`config.mk`:
```
export PLATFORM = sky130hd
export DESIGN_NAME = bounded_set_insert_remove
export DESIGN_NICKNAME = d
export VERILOG_FILES = /design/src/sv/bsir_pkg.sv /design/src/sv/bsir_mem.sv /design/src/sv/bsir_seq.sv /design/src/sv/bounded_set_insert_remove.sv
export SDC_FILE = /design/constraint.sdc
export NUM_CORES = 1
export LEC_CHECK = 0
export BUFFER_PORTS_ARGS = -buffer_cell sky130_fd_sc_hd__buf_2
export CORE_MARGIN = 8
export CORE_UTILIZATION = 62
export CTS_BUF_LIST = sky130_fd_sc_hd__clkbuf_16
export DETAILED_ROUTE_END_ITERATION = 7
export HOLD_SLACK_MARGIN = 0.12
export PLACE_DENSITY_LB_ADDON = 0.1
export SYNTH_ARGS = -nofsm -noshare
export SYNTH_HDL_FRONTEND = slang
export SYNTH_SLANG_ARGS = --single-unit
```
`constraint.sdc`:
```
create_clock -name clk -period 5.9 [get_ports clk]
set_clock_uncertainty 0.1 [all_clocks]
set_input_delay 1.18 -clock clk [delete_from_list [all_inputs] [get_ports clk]]
set_output_delay 1.18 -clock clk [all_outputs]
set_load 0.05 [all_outputs]
```
`src/sv/bsir_pkg.sv`:
```
`timescale 1ns / 1ps
`default_nettype none

package bsir_pkg;

  // default store size
  localparam int DEF_CAPACITY = 16;

  // fixed field widths
  localparam int VALUE_W  = 32;
  localparam int STATUS_W = 3;
  localparam int COUNT_W  = 5;

  // request kinds
  localparam logic K_INSERT = 1'b0;
  localparam logic K_REMOVE = 1'b1;

  // result status codes
  localparam logic [STATUS_W-1:0] ST_INSERTED = 3'd0;
  localparam logic [STATUS_W-1:0] ST_PRESENT  = 3'd1;
  localparam logic [STATUS_W-1:0] ST_FULL     = 3'd2;
  localparam logic [STATUS_W-1:0] ST_REMOVED  = 3'd3;
  localparam logic [STATUS_W-1:0] ST_MISSING  = 3'd4;

  // sequencer states
  typedef enum logic [1:0] {
    S_IDLE,
    S_SEARCH,
    S_SHIFT
  } state_t;

endpackage

`default_nettype wire

```
`src/sv/bsir_mem.sv`:
```
`timescale 1ns / 1ps
`default_nettype none

module bsir_mem import bsir_pkg::*; #(
  parameter int DEPTH = DEF_CAPACITY,
  parameter int IDX_W = (DEPTH > 1) ? $clog2(DEPTH) : 1
) (
  input  wire logic               clk,
  input  wire logic               we,
  input  wire logic [IDX_W-1:0]   waddr,
  input  wire logic [VALUE_W-1:0] wdata,
  input  wire logic [IDX_W-1:0]   raddr,
  output logic      [VALUE_W-1:0] rdata
);

  logic [VALUE_W-1:0] mem [DEPTH];

  // single write port
  always_ff @(posedge clk) begin
    if (we) begin
      mem[waddr] <= wdata;
    end
  end

  // registered read port
  always_ff @(posedge clk) begin
    rdata <= mem[raddr];
  end

endmodule

`default_nettype wire

```
`src/sv/bsir_seq.sv`:
```
`timescale 1ns / 1ps
`default_nettype none

module bsir_seq import bsir_pkg::*; #(
  parameter int CAPACITY = DEF_CAPACITY,
  parameter int IDX_W    = (CAPACITY > 1) ? $clog2(CAPACITY) : 1,
  parameter int CNT_W    = $clog2(CAPACITY + 1)
) (
  input  wire logic                  clk,
  input  wire logic                  rst,
  input  wire logic                  start,
  output logic                       busy,
  input  wire logic                  kind,
  input  wire logic [VALUE_W-1:0]    value,
  output logic                       done,
  output logic      [STATUS_W-1:0]   status,
  output logic      [COUNT_W-1:0]    count,
  // store port
  output logic                       we,
  output logic      [IDX_W-1:0]      waddr,
  output logic      [VALUE_W-1:0]    wdata,
  output logic      [IDX_W-1:0]      raddr,
  input  wire logic [VALUE_W-1:0]    rdata
);

  localparam logic [CNT_W-1:0] CAP = CNT_W'(CAPACITY);

  state_t             state, state_next;
  logic               req_kind, req_kind_next;
  logic [VALUE_W-1:0] req_value, req_value_next;
  logic [CNT_W-1:0]   fill, fill_next;
  logic [CNT_W-1:0]   ptr, ptr_next;
  logic               pend, pend_next;
  logic [CNT_W-1:0]   pend_idx, pend_idx_next;
  logic               done_next;
  logic [STATUS_W-1:0] status_next;
  logic               more;
  logic               hit;

  // shared compare unit: stored word against the request value
  assign more = (ptr < fill);
  assign hit  = pend && (rdata == req_value);

  assign busy  = (state != S_IDLE);
  assign count = COUNT_W'(fill);

  // control registers
  always_ff @(posedge clk) begin
    if (rst) begin
      state <= S_IDLE;
      fill  <= '0;
      pend  <= 1'b0;
      done  <= 1'b0;
    end else begin
      state <= state_next;
      fill  <= fill_next;
      pend  <= pend_next;
      done  <= done_next;
    end
  end

  // datapath registers
  always_ff @(posedge clk) begin
    req_kind  <= req_kind_next;
    req_value <= req_value_next;
    ptr       <= ptr_next;
    pend_idx  <= pend_idx_next;
    status    <= status_next;
  end

  // sequencer
  always_comb begin
    state_next     = state;
    req_kind_next  = req_kind;
    req_value_next = req_value;
    fill_next      = fill;
    ptr_next       = ptr;
    pend_next      = pend;
    pend_idx_next  = pend_idx;
    done_next      = 1'b0;
    status_next    = status;
    we             = 1'b0;
    waddr          = IDX_W'(fill);
    wdata          = req_value;
    raddr          = IDX_W'(ptr);

    unique case (state)
      S_IDLE: begin
        pend_next = 1'b0;
        ptr_next  = '0;
        if (start) begin
          req_kind_next  = kind;
          req_value_next = value;
          if (kind == K_INSERT && fill >= CAP) begin
            done_next   = 1'b1;
            status_next = ST_FULL;
          end else begin
            state_next = S_SEARCH;
          end
        end
      end

      S_SEARCH: begin
        // issue the next read, compare the word read last cycle
        pend_next     = more;
        pend_idx_next = ptr;
        if (more) begin
          ptr_next = ptr + 1'b1;
        end
        if (hit) begin
          if (req_kind == K_INSERT) begin
            done_next   = 1'b1;
            status_next = ST_PRESENT;
            state_next  = S_IDLE;
          end else begin
            ptr_next   = pend_idx + 1'b1;
            pend_next  = 1'b0;
            state_next = S_SHIFT;
          end
        end else if (!pend && !more) begin
          done_next  = 1'b1;
          state_next = S_IDLE;
          if (req_kind == K_INSERT) begin
            we          = 1'b1;
            fill_next   = fill + 1'b1;
            status_next = ST_INSERTED;
          end else begin
            status_next = ST_MISSING;
          end
        end
      end

      S_SHIFT: begin
        // read entry i+1, write it back at i in the next cycle
        pend_next     = more;
        pend_idx_next = ptr;
        if (more) begin
          ptr_next = ptr + 1'b1;
        end
        if (pend) begin
          we    = 1'b1;
          waddr = IDX_W'(pend_idx - 1'b1);
          wdata = rdata;
        end else if (!more) begin
          fill_next   = fill - 1'b1;
          done_next   = 1'b1;
          status_next = ST_REMOVED;
          state_next  = S_IDLE;
        end
      end

      default: begin
        state_next = S_IDLE;
      end
    endcase
  end

  // checks
  a_fill_bound: assert property (@(posedge clk) disable iff (rst)
    fill <= CAP)
    else $error("fill count above capacity");

  a_insert_grows: assert property (@(posedge clk) disable iff (rst)
    (done && status == ST_INSERTED) |-> (fill == CNT_W'($past(fill) + 1'b1)))
    else $error("insert did not grow the count by one");

  a_remove_shrinks: assert property (@(posedge clk) disable iff (rst)
    (done && status == ST_REMOVED) |-> (fill == CNT_W'($past(fill) - 1'b1)))
    else $error("remove did not shrink the count by one");

  a_full_status: assert property (@(posedge clk) disable iff (rst)
    (done && status == ST_FULL) |-> (fill == CAP))
    else $error("full reported below capacity");

  a_write_busy: assert property (@(posedge clk) disable iff (rst)
    we |-> (state != S_IDLE))
    else $error("store written while idle");

endmodule

`default_nettype wire

```
`src/sv/bounded_set_insert_remove.sv`:
```
// channel  | ports                    | handshake
// ---------+--------------------------+-------------------------------------
// request  | kind, value              | taken when start is high, busy low
// result   | status, count            | one cycle, marked by done
//
// One stored word is read and compared per cycle; done follows the last busy cycle.
// A full insert is answered without going busy; an insert of a new value or a miss scans every stored word.
// A remove searches up to the matching slot, then moves each later word down one slot to compact the set.
// Reset (rst, synchronous) empties the set; stored words need no clearing.
// The result is shown for one cycle and cannot be stalled by the receiver.
`timescale 1ns / 1ps
`default_nettype none

module bounded_set_insert_remove import bsir_pkg::*; #(
  parameter int CAPACITY = DEF_CAPACITY
) (
  input  wire logic                       clk,
  input  wire logic                       rst,
  input  wire logic                       start,
  output logic                            busy,
  input  wire logic                       kind,
  input  wire logic signed [VALUE_W-1:0]  value,
  output logic                            done,
  output logic             [STATUS_W-1:0] status,
  output logic             [COUNT_W-1:0]  count
);

  localparam int IDX_W = (CAPACITY > 1) ? $clog2(CAPACITY) : 1;
  localparam int CNT_W = $clog2(CAPACITY + 1);

  logic               we;
  logic [IDX_W-1:0]   waddr;
  logic [VALUE_W-1:0] wdata;
  logic [IDX_W-1:0]   raddr;
  logic [VALUE_W-1:0] rdata;
  logic [VALUE_W-1:0] value_bits;

  assign value_bits = value;

  // search and compaction sequencer
  bsir_seq #(
    .CAPACITY (CAPACITY),
    .IDX_W    (IDX_W),
    .CNT_W    (CNT_W)
  ) u_seq (
    .clk    (clk),
    .rst    (rst),
    .start  (start),
    .busy   (busy),
    .kind   (kind),
    .value  (value_bits),
    .done   (done),
    .status (status),
    .count  (count),
    .we     (we),
    .waddr  (waddr),
    .wdata  (wdata),
    .raddr  (raddr),
    .rdata  (rdata)
  );

  // packed value store
  bsir_mem #(
    .DEPTH (CAPACITY),
    .IDX_W (IDX_W)
  ) u_mem (
    .clk   (clk),
    .we    (we),
    .waddr (waddr),
    .wdata (wdata),
    .raddr (raddr),
    .rdata (rdata)
  );

endmodule

`default_nettype wire

```
==> flow_metrics.env <==
export IMPL_outcome="completed"
export IMPL_grt_total_usage_pct=22.8
export IMPL_fp_row_count=71
export IMPL_critPathCaptureType="register"
export IMPL_cts_tree="built"
export IMPL_clk_pin_slew_worst_paths_ps=60
export IMPL_rsz0062_at_grt="no"
export IMPL_nets=1182
export IMPL_cp_required_ps=5990
export IMPL_critPathBufInv=2
export IMPL_h_tree_depth=2
export IMPL_min_delay_path_class="register to register"
export IMPL_p_int_mw=7.41
export IMPL_dr_first_iter_drc_count=1219
export IMPL_met3_usage_pct=5.88
export IMPL_cts_setup_buffers=0
export IMPL_dieArea_mm2=0.0440
export IMPL_path_delay_family="simple AND/OR/NAND/NOR gates"
export IMPL_yosysUniqueCellTypes=52
export IMPL_final_core_util_pct=69.9
export IMPL_syn_avg_cell_area_um2=22.1
export IMPL_top_usage_layer="met1"
export IMPL_cts_resized=0
export IMPL_cellLeakagePower_nw=8.13
export IMPL_vias=10800
export IMPL_clock_power_share_pct=38.7
export IMPL_ir_drop_mv=0.319
export IMPL_clockBufferDepth=3
export IMPL_cellPowerDensity_mw_per_mm2=370
export IMPL_multi_input_area_mm2=0.00552
export IMPL_die_x_um=210
export IMPL_grt_max_degree=133
export IMPL_slew_violations=0
export IMPL_diodes=0
export IMPL_ys_flop_type="edfxtp_1"
export IMPL_p_sw_share_pct=23.3
export IMPL_initial_core_util_pct=62.4
export IMPL_clock_sinks=599
export IMPL_tightest_slew_ps=1180
export IMPL_wl_um=49400
export IMPL_io_pins=46
export IMPL_ys_seq_area_share_pct=75.5
export IMPL_grt_pass1_wl_um=72400
export IMPL_numCtsBuffers=58
export IMPL_syn_to_final_growth_pct=12.0
export IMPL_seqPwrFrac_pct=51.2
export IMPL_path_cells="inv_1, ha_1, nand2_1, o21ai_0, a31oi_1, buf_4, o31ai_1, nand4_1, nor2_4"
export IMPL_synth_edf_count=558
export IMPL_worst_ep_arrival_time_ps=4120
export IMPL_regArea_mm2=0.0176
export IMPL_drc_errors=0
export IMPL_setup_viol=0
export IMPL_use_met1_pct=36.0
export IMPL_period_minus_slack_ps=4020
export IMPL_cts_hold_buf=0
export IMPL_power_switching_mw=2.25
export IMPL_ctsRootBufferMaster="clkbuf_16"
export IMPL_ys_ff_latch=599
export IMPL_final_layout_size_suffix_gt1_share_pct=31.2
export IMPL_syn_cell_area_mm2=0.0233
export IMPL_vias_per_cell=6.54
export IMPL_hold_viol=0
export IMPL_setup_tns_ps=0
export IMPL_cpMaxStageDelayCell="nor2_4"
export IMPL_clock_fmax_ghz=0.249
export IMPL_die_y_um=210
export IMPL_port_buffers=45
export IMPL_gr_total_overflow=0
export IMPL_n_fill_cell=2245
export IMPL_relSlewSlack_pct=21.1
export IMPL_drtAntennaViolNets=0
export IMPL_clock_latency_ps=600
export IMPL_slowest_delay_ps=1020
export IMPL_post_route_period_util_pct=68.2
export IMPL_syn_nets=1107
export IMPL_worstSetupStartpointType="register"
export IMPL_core_region_area_mm2=0.0373
export IMPL_cap_violations=0
export IMPL_cp_max_fo=32
export IMPL_drt_pass1_iterations=5
export IMPL_pwr_share_comb_pct=10.1
export IMPL_grt_use_met2_pct=31.1
export IMPL_dp_hpwl_um=29700
export IMPL_grt_pass1_vias=10800
export IMPL_finalPower_mw=9.67
export IMPL_wl_per_cell_um=29.9
export IMPL_place_gp_congestion=0.834
export IMPL_syn_inst=1054
export IMPL_antenna_found_initial=2
export IMPL_synthArstFlopShare_pct=0
export IMPL_path_class="register to register"
export IMPL_ys_warn_count=0
-- layout by cell type, fill, tap and decap left out, types with 3 or more instances in the layout --
master and n:
buf_2 45, nor3_1 5, dfxtp_1 41, o21ai_0 4, mux4_2 160, or4_1 3
buf_4 16, inv_1 24, a31oi_1 3, xor2_1 17, nand3_1 10, nand4_1 12
nor3_2 7, inv_6 3, nand2_1 16, mux2_2 32, clkinv_2 10, ha_1 16
xnor2_1 28, nor4_1 3, nor2_4 7, clkinv_1 17, o32ai_1 5, nor2_1 12
o31ai_1 4, mux2i_1 4, clkbuf_16 59, nor2b_1 4, a21oi_1 6, edfxtp_1 558
bufinv_16 9
-- synthesized netlist by cell type, drive strengths merged (3+ instances only) --
cell type / n / share of area, %
a31oi: 3 / 0.081
inv: 17 / 0.27
or4: 4 / 0.15
nor2: 19 / 0.31
buf: 24 / 0.49
edfxtp: 558 / 72
nand3: 10 / 0.21
mux2: 32 / 1.5
clkbuf: 24 / 0.47
mux4: 160 / 15
nor4: 4 / 0.13
mux2i: 4 / 0.17
o32ai: 5 / 0.19
nand4: 12 / 0.32
a21oi: 6 / 0.13
dfxtp: 41 / 3.5
xor2: 17 / 0.64
xnor2: 28 / 1.1
nor2b: 6 / 0.16
and2: 3 / 0.086
o31ai: 4 / 0.13
nor3: 12 / 0.26
ha: 16 / 0.86
o21ai: 5 / 0.11
a211oi: 3 / 0.12
nand2: 16 / 0.26
-- area by class of cell --
| class | count | share of cell area, % |
|---|---|---|
| Clock inverter | 50 | 1.80 |
| Inverter | 17 | 0.245 |
| Multi-Input combinational cell | 390 | 21.2 |
| Clock buffer | 59 | 5.66 |
| Timing Repair Buffer | 63 | 1.48 |
| Sequential cell | 599 | 67.4 |
| Tap cell | 474 | 2.27 |
-- metrics by stage --
step                      setup slack [ps]  hold slack (ps)  instance area [µm²]  cells
after global routing                  1660              460                26100   1652
final                                 1880              421                26100   1652
after global placement                2020              392                24100   1543
after detailed placement              1910              413                24100   1543
after floorplan                        966              352                23300   1054
after CTS                             1850              429                26100   1652
-- cell families after synthesis --
| family | synth area share [%] |
|---|---|
| AOI/OAI and AO/OA | 1.20 |
| xor gates and xnor gates | 1.69 |
| adders and majority gates | 0.946 |
| buffers and inverters | 1.24 |
| DFF | 75.5 |
| muxes | 17.2 |
| and+or+nand+nor | 2.24 |
-- worst paths after layout --
kind	slack, ps	cells after the start	end	start
worst max-delay path	1880	9	u_mem.mem[4][19]	u_seq.count[1]
worst min-delay path	420	0	u_seq.pend_idx[4]	u_seq.ptr[4]
worst max register to register	1880	9	u_mem.mem[4][19]	u_seq.count[1]
worst min register to register	420	0	u_seq.pend_idx[4]	u_seq.ptr[4]
-- power groups by stage --
stage,sequential [mW],clock (mW),combinational [mW]
after global routing,4.96,3.94,1.04
after global placement,5.03,0,0.956
after CTS,4.95,3.80,0.978
final,4.95,3.74,0.974
after floorplan,5.06,0,0.605
after detailed placement,5.04,0,0.973
-- registers in the layout, summed over array words and instances (netlist names) --
name	count
u_seq.state	2
u_seq.status	3
u_mem.rdata	32
u_seq.pend	1
u_seq.req_kind	1
u_mem.mem	512
u_seq.pend_idx	5
u_seq.ptr	5
u_seq.req_value	32
u_seq.count	5
u_seq.done	1
-- layer usage --
metal / share of wire [%] / up-vias
li1: - / 4557
met2: 43 / 506
met4: 2.4 / 0
met3: 10 / 69
met5: 0 / -
met1: 44 / 5677
(Power assumes the default switching activity.)
